===== src/hw/rtl/vbtpl_pkg.sv =====
// Shared types and constants for the voice bank two-pole lowpass.
`timescale 1ns / 1ps
package vbtpl_pkg;

  localparam int SAMPLE_BITS = 16;
  localparam int INTEG_BITS  = SAMPLE_BITS + 2;
  localparam int COEF_BITS   = 17;
  localparam int NOTE_BITS   = 7;
  localparam int OFFSET_BITS = 6;
  localparam int VOICE_BITS  = 4;
  localparam int MULT_BITS   = 5;

  localparam int NUM_VOICES_DEF     = 16;
  localparam int NUM_NOTES_DEF      = 120;
  localparam int SAMPLE_RATE_HZ_DEF = 48000;

  localparam logic [NOTE_BITS-1:0] BASE_NOTE_RESET = 7'd48;
  localparam logic [MULT_BITS-1:0] DEFAULT_MULT_RESET = 5'd1;

  typedef enum logic [1:0] {
    FUNC_SAMPLE = 2'd0,
    FUNC_NOTE   = 2'd1,
    FUNC_MULT   = 2'd2,
    FUNC_NONE   = 2'd3
  } func_t;

  typedef enum logic [1:0] {
    OP_SAMPLE,
    OP_NOTE,
    OP_OFFSET
  } op_t;

  typedef struct packed {
    op_t                          op;
    logic [VOICE_BITS-1:0]        voice;
    logic signed [SAMPLE_BITS-1:0] sample;
    logic [NOTE_BITS-1:0]         note;
    logic [OFFSET_BITS-1:0]       offset;
  } cmd_t;

  typedef enum logic [1:0] {
    BK_IDLE,
    BK_STAGE1,
    BK_STAGE2
  } back_state_t;

endpackage


===== src/hw/rtl/vbtpl_cmd_fifo.sv =====
// Two-entry command queue between the front and back ends.
`timescale 1ns / 1ps
module vbtpl_cmd_fifo
  import vbtpl_pkg::*;
(
  input  logic clk,
  input  logic rst_n,
  input  logic push,
  input  cmd_t push_cmd,
  input  logic pop,
  output cmd_t head,
  output logic full,
  output logic empty
);

  cmd_t       q_r [2];
  logic       wr_ptr_r;
  logic       rd_ptr_r;
  logic [1:0] count_r;
  logic [1:0] count_nxt;

  assign full  = count_r == 2'd2;
  assign empty = count_r == 2'd0;
  assign head  = q_r[rd_ptr_r];

  always_comb begin
    count_nxt = count_r;
    if (push && !pop) begin
      count_nxt = count_r + 2'd1;
    end else if (pop && !push) begin
      count_nxt = count_r - 2'd1;
    end
  end

  always_ff @(posedge clk) begin
    if (!rst_n) begin
      wr_ptr_r <= 1'b0;
      rd_ptr_r <= 1'b0;
      count_r  <= 2'd0;
    end else begin
      if (push) begin
        wr_ptr_r <= !wr_ptr_r;
      end
      if (pop) begin
        rd_ptr_r <= !rd_ptr_r;
      end
      count_r <= count_nxt;
    end
  end

  always_ff @(posedge clk) begin
    if (push) begin
      q_r[wr_ptr_r] <= push_cmd;
    end
  end

endmodule


===== config.mk =====
export PLATFORM = sky130hd
export DESIGN_NAME = vbtpl_cmd_fifo
export DESIGN_NICKNAME = d
export VERILOG_FILES = /design/src/hw/rtl/vbtpl_pkg.sv /design/src/hw/rtl/vbtpl_cmd_fifo.sv
export SDC_FILE = /design/constraint.sdc
export NUM_CORES = 1
export LEC_CHECK = 0
export ABC_AREA = 1
export BUFFER_PORTS_ARGS = -buffer_cell sky130_fd_sc_hd__buf_2
export CAP_MARGIN = 20
export CORE_MARGIN = 1
export CORE_UTILIZATION = 56
export CTS_CLUSTER_DIAMETER = 60
export DETAILED_ROUTE_END_ITERATION = 12
export GPL_ROUTABILITY_DRIVEN = 0
export PLACE_DENSITY = 0.92
export SLEW_MARGIN = 15
export SYNTH_ARGS = -nofsm -noshare
export SYNTH_HDL_FRONTEND = slang
export SYNTH_SLANG_ARGS = --single-unit
export TNS_END_PERCENT = 100

===== constraint.sdc =====
create_clock -name clk -period 6.92 [get_ports clk]
set_clock_uncertainty 0.15 [all_clocks]
set_input_delay 1.384 -clock clk [delete_from_list [all_inputs] [get_ports clk]]
set_output_delay 1.384 -clock clk [all_outputs]
set_load 0.02 [all_outputs]

# ---- Word level (Yosys, flattened, before mapping)
# Memories as Yosys holds them, arrays and structs flattened. A register that Yosys moved wholly into a read port is not among the register bits.
# Index checks and enable logic that the tools add are counted.
dict set report word_totals {
  out_inout_bits 37
  memories 1
  latchBits 0
  mem_bits_rw 70
  rom_bits 0
  ff_bits 4
  in_bits 39
  elab_cells 21
}
# name depth width rd rd_ports_with_merged_regs write_ports line_no
set mem_list {}
lappend mem_list {q_r 2 35 1 1 1 vbtpl_cmd_fifo.sv:16} ;# cmd_t q_r [2];
dict set report classes {
  n_mux 6
  shifts 0
  reduce_logical 8
  n_addsub 2
  magnitude_cmp 0
  mul 0
  n_div 0
  n_eq_ne 1
  bitwise_logic 0
}
# op n
set ops {}
lappend ops {{$logic_not A1 Y1} 4}
lappend ops {{$mux W1} 4}
lappend ops {{$mux W2} 2}
lappend ops {{$add A2 B1 Y2 const B} 1}
lappend ops {{$eq A2 B2 Y1 const B} 1}
lappend ops {{$logic_and A1 B1 Y1} 2}
lappend ops {{$logic_not A2 Y1} 1}
lappend ops {{$reduce_bool A2 Y1} 1}
lappend ops {{$sub A2 B1 Y2 const B} 1}

# ---- Longest topological paths before layout
dict set report logic_depth {
  depth_word 4
  depth_mapped 8
}

# ---- Least setup slack after synthesis
# OpenSTA, ideal clock, no wires.
dict set report synth_timing {
  kind {input-to-reg}
  startpoint {input port push}
  endpoint {memory q_r[0][0] (netlist name) (enable)}
  path_stages 2
  setup_ps 428
  slack_ps 3444
  t_arrival_ps 2898
  required_time_ps 6342
  cell_sequence {inv_1 -> nor2_1}
}
dict set report synth_between {
  elab_chain_cells 2
}
# item line_no
set synth_lines {}
lappend synth_lines {{from (decl)} vbtpl_cmd_fifo.sv:8} ;# input logic push,
lappend synth_lines {{$mux W1} vbtpl_cmd_fifo.sv:52} ;# if (push) begin
lappend synth_lines {{$mux W1 (implied by the code)} vbtpl_cmd_fifo.sv:53} ;# q_r[wr_ptr_r] <= push_cmd;
lappend synth_lines {{to (decl)} vbtpl_cmd_fifo.sv:16}
# Every way passes these cells.

==> flow_metrics.env <==
export IMPL_start_util_pct=60.0
export IMPL_rsz0062_at_grt="no"
export IMPL_antenna_found_initial=0
export IMPL_synth_seq_area_share_pct=75.7
export IMPL_reg2reg_from="wr_ptr_r"
export IMPL_fillCellCount=295
export IMPL_route_detailed_drc=0
export IMPL_worstHoldStart="rd_ptr_r"
export IMPL_critPathSlowestCell="dfxtp_2"
export IMPL_rows=25
export IMPL_cellLeakagePower_nw=1.46
export IMPL_required_ns=5.39
export IMPL_cpPeakStageDelay_ns=1.06
export IMPL_dieArea_um2=5480
export IMPL_cp_cell_sequence="mux2_2 > buf_2"
export IMPL_endpoint_kind="output port"
export IMPL_path_delay_family="flip-flops"
export IMPL_avgSynthCellArea_um2=20.2
export IMPL_syn_cell_area_um2=2910
export IMPL_crit_buf_inv=1
export IMPL_cp_start_kind="register"
export IMPL_root_buffer="clkbuf_8"
export IMPL_max_cap_violations=0
export IMPL_setup_tns_ns=0
export IMPL_yosysTopAreaCell="edfxtp_1"
export IMPL_wl_per_cell_um=14.9
export IMPL_clkTransAtPathRegs_ns=0.07
export IMPL_drive_gt1_share_pct=55.6
export IMPL_cts_buffers=9
export IMPL_grt_pass1_vias=1403
export IMPL_cts_tree="yes"
export IMPL_n_antenna_cell=0
export IMPL_min_period_ns=3.53
export IMPL_ys_types=14
export IMPL_core_area_um2=4850
export IMPL_synth_xor_area_share_pct=0
export IMPL_vias=1459
export IMPL_utilization_pct=73.0
export IMPL_power_density_nw_per_um2=287
export IMPL_arrival_ns=2.00
export IMPL_die_h_um=74.1
export IMPL_hp_class="register to register"
export IMPL_pin_count=76
export IMPL_synthSimpleGateAreaFrac_pct=2.58
export IMPL_synth_top_family_by_area="multiplexers"
export IMPL_synth_mux_area_share_pct=17.4
export IMPL_critPathKind="register to output port"
export IMPL_globalRoute_totalOverflow=0
export IMPL_synthAdderAreaFrac_pct=0.430
export IMPL_drt_iter0_drc=69
export IMPL_ys_warn_count=0
export IMPL_finalSetupViolations=0
export IMPL_peakVddDrop_mv=0.203
export IMPL_dpl_worst_slack_ns=3.72
export IMPL_ctsResizeCount=0
export IMPL_cts_hold_buffers=0
export IMPL_clock_latency_ns=0.34
export IMPL_synth_cells=144
export IMPL_groute_usage_overall_pct=17.3
export IMPL_worstMarginPinSlew_ns=1.11
export IMPL_area_delta_synth_final_pct=21.7
export IMPL_finalCritPeriodShare_pct=51.0
export IMPL_dp_hpwl_um=2910
export IMPL_status="complete, no violations"
export IMPL_fmax_mhz=283
export IMPL_cts_setup_buffers=0
export IMPL_fin_worst_hold_slack_ns=0.364
export IMPL_clockBufferDepth=2
export IMPL_drtPass1Iterations=5
export IMPL_ys_seq_elements=75
export IMPL_synth_area_leaders="edfxtp_1 72%, mux2_4 15%, dfxtp_1 3.4%, buf_12 2.1%, mux2_2 1.9%"
export IMPL_syn_nets=184
export IMPL_synth_compound_area_share_pct=0.344
export IMPL_viasPerCell=4.88
export IMPL_die_x_um=74.1
export IMPL_grt_max_degree=36
export IMPL_wirelength_um=4450
export IMPL_port_buffer_count=75
export IMPL_slew_violations=0
export IMPL_yosys_area_top_type_share_pct=72.3
export IMPL_fin_ws_ns=3.39
export IMPL_grt_pass1_wl_um=6470
export IMPL_finalHoldViolations=0
export IMPL_crit_fanout=35
export IMPL_fin_nets=267
export IMPL_cts_sinks=75
export IMPL_ant_nets=0
export IMPL_slew_headroom_pct=26.2
export IMPL_cts_max_level=3
logic make-up (layout without fill, tap and decap cells):
family	count (synthesis)	count (layout)
flip-flops	75	75
multiplexers	35	35
AND/OR/NAND/NOR	19	19
adder cells (fa/ha/maj)	1	1
AO/OA/AOI/OAI	2	2
buffers and inverters	12	100
layout make-up:
type	instances	area, um^2	share of cell area, %
clock buffer	11	151	4.28
clock inverter	5	75.1	2.12
inverter	8	30.0	0.849
multi-input combinational	57	612	17.3
sequential	75	2200	62.3
tap	67	83.8	2.37
timing repair buffer	76	383	10.8
power breakdown:
group          leakage [nW]  switching, W  internal (W)  total (W)
Clock                 0.119      0.000146      0.000221   0.000367
Sequential            0.699     0.0000150      0.000523   0.000538
Combinational         0.640     0.0000587     0.0000529   0.000112
sequential cells by signal, indices dropped and copies added (netlist names), named ones only:
signal / cells
wr_ptr_r: 1
count_r: 2
q_r: 70
rd_ptr_r: 1
worst min-delay path, stage by stage, from the launching register on:
cell     delay [ns]
dfxtp_1        0.33
nor2_1         0.06
nor2_1         0.09
path summary, 6_finish.rpt:
path	slack [ns]	cells past startpoint	to
setup / recovery	3.39	2	head[32]
setup reg to reg	5.25	1	q_r[0][20]
hold reg to reg	0.36	2	register
hold / removal	0.36	2	register
placed cells by master, fill, tap and decap left out:
cell / synthesis / routed
a21oi_1: 1 / 1
buf_2: 0 / 75
buf_4: 0 / 1
bufinv_16: 0 / 2
clkbuf_8: 0 / 11
clkinv_2: 0 / 3
dfxtp_1: 5 / 4
dfxtp_2: 0 / 1
edfxtp_1: 70 / 70
ha_1: 1 / 1
inv_1: 8 / 8
mux2_2: 5 / 5
mux2_4: 30 / 30
nand2_1: 8 / 8
nand3_1: 1 / 1
nand4_1: 1 / 1
nor2_1: 9 / 8
nor2_4: 0 / 1
o21ai_0: 1 / 1
per-stage QoR:
step           std cells  cell area [um^2]  power [W]
6_report             299              3540    0.00102
5_1_grt              299              3540    0.00105
4_1_cts              299              3540    0.00103
3_5_place_dp         283              3310   0.000662
3_3_place_gp         283              3310   0.000656
2_1_floorplan        144              2910   0.000625
layer usage:
metal | track usage, % | vias up | share of wire [%]
li1 | - | 704 | -
met1 | 18.9 | 692 | 39
met2 | 29.8 | 54 | 54
met3 | 4.88 | 9 | 5.0
met4 | 10.9 | 0 | 2.7
met5 | 0 | - | 0
cells in the mapped netlist:
| library cell | instances |
|---|---|
| mux2_2 | 5 |
| dfxtp_1 | 5 |
| nand2_1 | 8 |
| ha_1 | 1 |
| mux2_4 | 30 |
| nand4_1 | 1 |
| nand3_1 | 1 |
| buf_12 | 3 |
| inv_1 | 8 |
| nor2_1 | 9 |
| buf_6 | 1 |
| o21ai_0 | 1 |
| a21oi_1 | 1 |
| edfxtp_1 | 70 |
No activity file was read; power rests on OpenSTA's default activity.
