**src/hw/rtl/vbtpl_pkg.sv**
```systemverilog
// Shared types and constants for the voice bank two-pole lowpass.
`timescale 1ns / 1ps
package vbtpl_pkg;

  localparam int SAMPLE_BITS = 16;
  localparam int INTEG_BITS  = SAMPLE_BITS + 2;
  localparam int COEF_BITS   = 17;
  localparam int NOTE_BITS   = 7;
  localparam int OFFSET_BITS = 6;
  localparam int VOICE_BITS  = 4;
  localparam int MULT_BITS   = 5;

  localparam int NUM_VOICES_DEF     = 16;
  localparam int NUM_NOTES_DEF      = 120;
  localparam int SAMPLE_RATE_HZ_DEF = 48000;

  localparam logic [NOTE_BITS-1:0] BASE_NOTE_RESET = 7'd48;
  localparam logic [MULT_BITS-1:0] DEFAULT_MULT_RESET = 5'd1;

  typedef enum logic [1:0] {
    FUNC_SAMPLE = 2'd0,
    FUNC_NOTE   = 2'd1,
    FUNC_MULT   = 2'd2,
    FUNC_NONE   = 2'd3
  } func_t;

  typedef enum logic [1:0] {
    OP_SAMPLE,
    OP_NOTE,
    OP_OFFSET
  } op_t;

  typedef struct packed {
    op_t                          op;
    logic [VOICE_BITS-1:0]        voice;
    logic signed [SAMPLE_BITS-1:0] sample;
    logic [NOTE_BITS-1:0]         note;
    logic [OFFSET_BITS-1:0]       offset;
  } cmd_t;

  typedef enum logic [1:0] {
    BK_IDLE,
    BK_STAGE1,
    BK_STAGE2
  } back_state_t;

endpackage

```
**src/hw/rtl/vbtpl_if.sv**
```systemverilog
// Valid/ready channel interfaces for input items and filtered levels.
`timescale 1ns / 1ps
interface vbtpl_in_if;
  import vbtpl_pkg::*;
  logic                          valid;
  logic                          ready;
  func_t                         func;
  logic [VOICE_BITS-1:0]         voice;
  logic signed [SAMPLE_BITS-1:0] sample;
  logic [NOTE_BITS-1:0]          note;
  logic [MULT_BITS-1:0]          harmonic_multiple;

  modport source (output valid, func, voice, sample, note, harmonic_multiple, input ready);
  modport sink   (input valid, func, voice, sample, note, harmonic_multiple, output ready);
endinterface


```
**src/hw/rtl/vbtpl_front.sv**
```systemverilog
// Front end: accepts items, drops the ones that do nothing, maps multiples to offsets.
`timescale 1ns / 1ps
module vbtpl_front
  import vbtpl_pkg::*;
#(
  parameter int NUM_VOICES = NUM_VOICES_DEF,
  parameter int NUM_NOTES  = NUM_NOTES_DEF
) (
  input  logic                 clk,
  input  logic                 rst_n,
  vbtpl_in_if.sink             in_ch,
  input  logic                 cfg_wr_en,
  input  logic [MULT_BITS-1:0] cfg_wr_data,
  input  logic                 fifo_full,
  output logic                 push,
  output cmd_t                 push_cmd
);

  logic [MULT_BITS-1:0] default_mult_r;
  logic                 accept;
  logic                 voice_ok;
  logic                 note_ok;

  function automatic logic [OFFSET_BITS-1:0] offset_table(logic [3:0] idx);
    logic [OFFSET_BITS-1:0] off;
    case (idx)
      4'd0:    off = 6'd0;
      4'd1:    off = 6'd12;
      4'd2:    off = 6'd19;
      4'd3:    off = 6'd24;
      4'd4:    off = 6'd28;
      4'd5:    off = 6'd31;
      4'd6:    off = 6'd34;
      4'd7:    off = 6'd36;
      4'd8:    off = 6'd38;
      4'd9:    off = 6'd40;
      4'd10:   off = 6'd42;
      4'd11:   off = 6'd43;
      4'd12:   off = 6'd44;
      4'd13:   off = 6'd46;
      4'd14:   off = 6'd47;
      default: off = 6'd48;
    endcase
    return off;
  endfunction

  function automatic logic [OFFSET_BITS-1:0] mult_offset(logic [MULT_BITS-1:0] mult,
                                                          logic [MULT_BITS-1:0] dflt);
    logic [MULT_BITS-1:0] m;
    if (mult inside {[5'd1:5'd16]}) begin
      m = mult - 5'd1;
    end else if (dflt inside {[5'd1:5'd16]}) begin
      m = dflt - 5'd1;
    end else begin
      m = '0;
    end
    return offset_table(m[3:0]);
  endfunction

  always_ff @(posedge clk) begin
    if (!rst_n) begin
      default_mult_r <= DEFAULT_MULT_RESET;
    end else if (cfg_wr_en) begin
      default_mult_r <= cfg_wr_data;
    end
  end

  assign in_ch.ready = !fifo_full;
  assign accept      = in_ch.valid && in_ch.ready;
  assign voice_ok    = 9'(in_ch.voice) < 9'(NUM_VOICES);
  assign note_ok     = 8'(in_ch.note) < 8'(NUM_NOTES);

  always_comb begin
    push_cmd.voice  = in_ch.voice;
    push_cmd.sample = in_ch.sample;
    push_cmd.note   = in_ch.note;
    push_cmd.offset = mult_offset(in_ch.harmonic_multiple, default_mult_r);
    push_cmd.op     = OP_SAMPLE;
    push            = 1'b0;
    case (in_ch.func)
      FUNC_SAMPLE: begin
        push_cmd.op = OP_SAMPLE;
        push        = accept && voice_ok;
      end
      FUNC_NOTE: begin
        push_cmd.op = OP_NOTE;
        push        = accept && voice_ok && note_ok;
      end
      FUNC_MULT: begin
        push_cmd.op = OP_OFFSET;
        push        = accept && voice_ok;
      end
      default: begin
        // drop unused codes
        push = 1'b0;
      end
    endcase
  end

endmodule

```
**src/flat_wrapper.sv**
```systemverilog
// flat-port wrapper written by rule: the top's interface ports become plain ports
module vbtpl_front_flat import vbtpl_pkg::*;
#(
  parameter int NUM_VOICES = NUM_VOICES_DEF,
  parameter int NUM_NOTES  = NUM_NOTES_DEF
)
  (clk, rst_n, cfg_wr_en, cfg_wr_data, fifo_full, push, push_cmd, in_ch_valid, in_ch_func, in_ch_voice, in_ch_sample, in_ch_note, in_ch_harmonic_multiple, in_ch_ready);
  vbtpl_in_if in_ch_i ();
  input  logic clk;
  input  logic rst_n;
  input  logic cfg_wr_en;
  input  logic [MULT_BITS-1:0] cfg_wr_data;
  input  logic fifo_full;
  output logic push;
  output cmd_t push_cmd;
  input wire logic [$bits(in_ch_i.valid)-1:0] in_ch_valid;
  input wire logic [$bits(in_ch_i.func)-1:0] in_ch_func;
  input wire logic [$bits(in_ch_i.voice)-1:0] in_ch_voice;
  input wire logic [$bits(in_ch_i.sample)-1:0] in_ch_sample;
  input wire logic [$bits(in_ch_i.note)-1:0] in_ch_note;
  input wire logic [$bits(in_ch_i.harmonic_multiple)-1:0] in_ch_harmonic_multiple;
  output wire logic [$bits(in_ch_i.ready)-1:0] in_ch_ready;
  assign in_ch_i.valid = in_ch_valid;
  assign in_ch_i.func = in_ch_func;
  assign in_ch_i.voice = in_ch_voice;
  assign in_ch_i.sample = in_ch_sample;
  assign in_ch_i.note = in_ch_note;
  assign in_ch_i.harmonic_multiple = in_ch_harmonic_multiple;
  assign in_ch_ready = in_ch_i.ready;
  vbtpl_front #(.NUM_VOICES(NUM_VOICES), .NUM_NOTES(NUM_NOTES)) u_core (.clk(clk), .rst_n(rst_n), .in_ch(in_ch_i), .cfg_wr_en(cfg_wr_en), .cfg_wr_data(cfg_wr_data), .fifo_full(fifo_full), .push(push), .push_cmd(push_cmd));
endmodule
```
**config.mk**
```make
export PLATFORM = sky130hd
export DESIGN_NAME = vbtpl_front_flat
export DESIGN_NICKNAME = d
export VERILOG_FILES = /design/src/hw/rtl/vbtpl_pkg.sv /design/src/hw/rtl/vbtpl_if.sv /design/src/hw/rtl/vbtpl_front.sv /design/src/flat_wrapper.sv
export SDC_FILE = /design/constraint.sdc
export NUM_CORES = 1
export LEC_CHECK = 0
export BUFFER_PORTS_ARGS = -buffer_cell sky130_fd_sc_hd__buf_2
export CORE_MARGIN = 8
export CORE_UTILIZATION = 34
export CTS_CLUSTER_DIAMETER = 100
export DETAILED_ROUTE_END_ITERATION = 8
export MAX_ROUTING_LAYER = met4
export PLACE_DENSITY = 0.87
export SLEW_MARGIN = 15
export SYNTH_ARGS = -nofsm -noshare
export SYNTH_HDL_FRONTEND = slang
export SYNTH_SLANG_ARGS = --single-unit
```
**constraint.sdc**
```tcl
create_clock -name clk -period 2.6 [get_ports clk]
set_input_delay 0.39 -clock clk [delete_from_list [all_inputs] [get_ports clk]]
set_output_delay 0.39 -clock clk [all_outputs]
set_load 0.1 [all_outputs]
```
# Yosys cells after proc, flatten, opt, wreduce, memory -nomap -nowiden

Memories as Yosys holds them, arrays and structs flattened.
Index checks and enable logic that the tools add are counted.

Bits in registers: 5
ROM bits: 96
Output and inout bits: 37
Memories kept: 1

Memories:

| memory          | depth | width | read ports | clocked after Yosys merged registers in | write ports | line              | text |
|---|---|---|---|---|---|---|---|
| (no name shown) | 16    | 6     | 1          | 0                                       | 0           | vbtpl_front.sv:26 | `case (idx)` |

Add/sub/neg operators: 2
$lt $le $gt $ge: 5
Equal/unequal tests: 2
Muxes and demuxes: 4
Reductions and logical operators: 7

Operators with widths:

| kind                                                                                | number |
|---|---|
| 5-bit by 1-bit greater-or-equal comparator with 1-bit output, second input constant | 2 |
| 5-bit <= comparator, second input constant                                          | 2 |
| 4-bit 2-to-1 mux                                                                    | 2 |
| 4-bit by 1-bit subtractor with 4-bit output, second input constant                  | 2 |
| 7-bit less-than comparator, second input constant                                   | 1 |
| 1-bit logical AND                                                                   | 4 |
| 2-bit one-hot mux with 2 select lines                                               | 1 |
| 2-bit by 1-bit == test with 1-bit output, second input constant                     | 1 |
| 2-bit == test, second input constant                                                | 1 |
| 2-bit logical NOT                                                                   | 1 |
| 1-bit one-hot mux with 2 select lines                                               | 1 |
| 2-bit OR reduction                                                                  | 1 |
| 1-bit logical NOT                                                                   | 1 |

# Logic depth before layout (Yosys ltp)

An unclocked memory read counts as a cell.

Depth in word-level cells: 5
Depth in mapped cells: 11
Depth with buffers taken out: 11

# Worst setup path after synthesis

Ideal clock, no wire load.

Path type: input-to-output
Start: input port in_ch_harmonic_multiple[1]
End: output port push_cmd[1] (netlist bit)
Data arrival time: 4.168 ns
Slack: -1.958 ns
Stages on the path: 10
Path buffers: 0
Cells stage by stage: inv_1 ha_1 or3b_4 a22o_1 o22ai_1 inv_1 ha_1 inv_1 mux2i_1 o21ai_0

RTL lines:

| item        | line               | text |
|---|---|---|
| from (decl) | flat_wrapper.sv:21 | `input wire logic [$bits(in_ch_i.harmonic_multiple)-1:0] in_ch_harmonic_multiple;` |
| to (decl)   | flat_wrapper.sv:15 | `output cmd_t push_cmd;` |

==> run summary <==
The run finished, with violations left. The checks that failed: setup timing. The max-slew violation count is 0.

Top flip-flop cell by instance count after synthesis: dfxtp_1. The first global-routing pass estimated 4650 µm of wire. After the first detailed-routing iteration, the DRC count stood at 20. The run gives 1020 as the total vias in the final route. Ranked by flip-flop count, first place goes to u_core.default_mult_r.

The multiplexer fraction of the synthesized cell area came out at 9.30%. For this design the static power due to leakage is 0.788 nW. Largest voltage drop on the vdd net: 0.000487 V. Data arrives at the worst endpoint at 2.71 ns. The mean routed wirelength per cell was 16.6 µm. The run gives 35.1% as the starting utilization of the core area.

Across every metal layer, demand over resource in global routing totals 13.5%. The run gives 0.00471 mm² as the die outline area. By area the synthesized netlist is led by buf_4 (22%), ha_1 (20%), dfxtp_1 (11%), mux2i_1 (5.3%), inv_1 (4.4%). The number of antenna diodes in the final layout is 0. The number of distinct library cells after synthesis is 36, and the horizontal die dimension is 68.6 µm. The top cell type by area accounts for 21.5% of the synthesized area. Summing the areas of all compound-gate instances in the mapped netlist gives 15.1% of the synthesized area. The run gives 1040 as the number of global-route vias before repair.

In the final layout, the registers with the most flip-flops are u_core.default_mult_r: 5 flops. Setup repair after global routing could not meet its margin everywhere. The final layout contains 222 nets. Source of the worst hold timing path: cfg_wr_data[0]. At the placement stage, the worst setup path has a slack of -0.539 ns. In the post-synthesis netlist, the cell with the most instances is buf_4. Dividing the synthesized area by the synthesized cell count gives 8.41 µm².

Worst flop-to-flop path startpoint: u_core.default_mult_r[1]$_SDFFE_PN0P_. The number of nets handed over by synthesis was 171. The cell count after synthesis came out at 112.

The highest clock frequency the design can meet is 323 MHz. Compared with the post-synthesis result, the final layout area differs by 75.8%. The clock latency on the worst-skew pair was 0.24 ns. Clock tree synthesis selected as its root buffer the cell clkbuf_4. The minimum clock period after layout was 3.10 ns. The worst setup path is captured at a primary output.

The total power divided by cell area came out at 499 mW/mm². Summed over all layers, the routed wires come to 3210 µm. Summing the areas of all fa, ha and maj instances in the mapped netlist gives 19.9% of the synthesized area. For the worst setup path, the data required time is 2.21 ns.

The number of hold buffers added after CTS was 0. The logs give 0 for the global route total overflow and 67.5% for the worst slew slack as a fraction of its limit. The total count of hold-check failures in the final report was 0. The pin count of the biggest net entering global routing is 9, and the worst-margin pin slew is 0.491 ns. Yosys mapped a number of flops with a built-in enable equal to 0. After synthesis the netlist holds a flip-flop and latch count of 5.

The HPWL after detailed placement is 2390 µm. The simple-gate share of the synthesized area was 15.4%; the via count normalized by instance count was 5.28. The kind of start point of the critical path is a register. After layout, the design draws a total of 0.826 mW. In this run the worst path has a maximum fanout of 5.

The critical path in this run is classified as register to primary output. The share of the cycle needed by the critical path after routing works out to 119%. Of all cell types, the one taking the most synthesized area is buf_4.

Once detail routing completed, the nets flagged for antenna violations numbered 0. The first TritonRoute pass finished after 6 iterations. The number of antenna violations at the first check in global routing was 0. In this run the worst setup path begins at u_core.default_mult_r[1]$_SDFFE_PN0P_.

Row generation in the floorplan step produced 19 rows. The clock-pin slew on the worst setup and hold paths is 0.04 ns, and the count of H-tree levels built during CTS is 1. Of the total synthesized cell area, the portion taken by XOR and XNOR cells is 2.79%.

The number of remaining DRC errors is 0. The count of input and output buffers came out at 34. On the final layout, the worst clock skew is 0 ns.

The tools report the total setup violations reported at the end of the flow as 6. The fraction of final layout cells sized beyond drive strength 1 works out to 71.6%. In this run the worst hold path is classified as input pin to register. Number of buffers inserted during clock tree synthesis: 3.

The number of flip-flops under the largest register name works out to 5. For this design the top-level I/O count stands at 81. The run gives -2.63 ns as the setup total negative slack. TritonCTS built the clock tree. The tools report the number of violations of the max-capacitance limit as 0.

For this run, the register share of the synthesized area comes to 10.6%. The clock passes through at most 2 buffers. In this run the cell area of the synthesized design comes to 942 µm². From bottom edge to top edge, the die measures 68.6 µm. The commonest cells after synthesis are buf_4 (27), ha_1 (15), inv_1 (11), nand2_1 (6), nor2b_1 (6). The async set or reset register ratio after synthesis is 0%.

The tools report the core area as 0.00269 mm². The largest family of logic cells by synthesized area is buffers and inverters. The final critical-path setup slack came out at -0.496 ns. At the end of routability-driven placement, the weighted congestion stood at 0.876. The tools report the sink count of the clock tree as 5.

For the number of synthesis warnings, the log shows 0.
-- metrics by stage --
step / std cells / hold slack (ns) / cell area, µm² / util (%)
2_1_floorplan: 112 / 0.488 / 1110 / -
3_3_place_gp: 175 / 0.541 / 1400 / 52.2
3_5_place_dp: 175 / 0.563 / 1400 / 52.2
4_1_cts: 189 / 0.376 / 1580 / 58.9
5_1_grt: 193 / 0.398 / 1660 / 61.7
6_report: 193 / 0.379 / 1660 / 61.7
-- where the power goes --
group	switching, mW	internal (mW)
Combinational	0.376	0.273
Clock	0.0319	0.0580
Sequential	0.00522	0.0818
-- what timing repair did --
item | CTS | global route
buffers inserted | 11 | 6
gates resized for setup | 21 | 9
pin swaps | 8 | 3
setup endpoints to repair | 6 | 6
-- metal layers --
metal	up-vias	global-route usage (%)	wire length, µm
met2	48	26.5	1810
met1	482	10.4	1000
met3	27	3.72	267
met4	0	8.70	136
met5	-	-	0
li1	463	-	-
-- final cells by class --
type | instances | area [µm²]
clock buffers | 4 | 26.3
fillers | 212 | 1030
inverters | 11 | 65.1
multi-input cells | 67 | 813
flip-flops and latches | 5 | 105
well taps | 31 | 38.8
repair buffers | 75 | 608
-- cell usage in the layout, fill, tap and decap left out, drive strengths merged, types with 2 or more instances in the layout --
cell,instances
xor2,2
nor3,3
a22oi,2
dfxtp,5
mux2i,5
nand2,6
a211o,2
o22ai,2
clkbuf,4
or3b,2
and3,2
nor2b,6
buf,75
o21ai,3
inv,11
ha,15
-- path summary, 6_finish.rpt --
check                                          end  slack (ns)  cells past startpoint
max reg2reg  u_core.default_mult_r[1]$_SDFFE_PN0P_        1.84                      3
min reg2reg  u_core.default_mult_r[3]$_SDFFE_PN0P_        0.57                      2
max                                    push_cmd[3]       -0.50                     12
min          u_core.default_mult_r[0]$_SDFFE_PN1P_        0.38                      3
-- cells by family after synthesis --
group	count (synthesis)
and+or+nand+nor	24
DFF	5
AOI/OAI and AO/OA	18
xor gates and xnor gates	3
adders and majority gates	15
muxes	7
buffers and inverters	40
-- worst max-delay path: stages (launching register included) --
cell and delay (ns):
dfxtp_2 0.32, inv_2 0.08, ha_4 0.13, or3b_4 0.38, a22oi_2 0.26, nand2_4 0.11
o22ai_4 0.18, inv_2 0.10, buf_6 0.13, ha_4 0.14, mux2_4 0.27, o221ai_4 0.16
buf_12 0.20
Power figures use the tool's default switching activity.
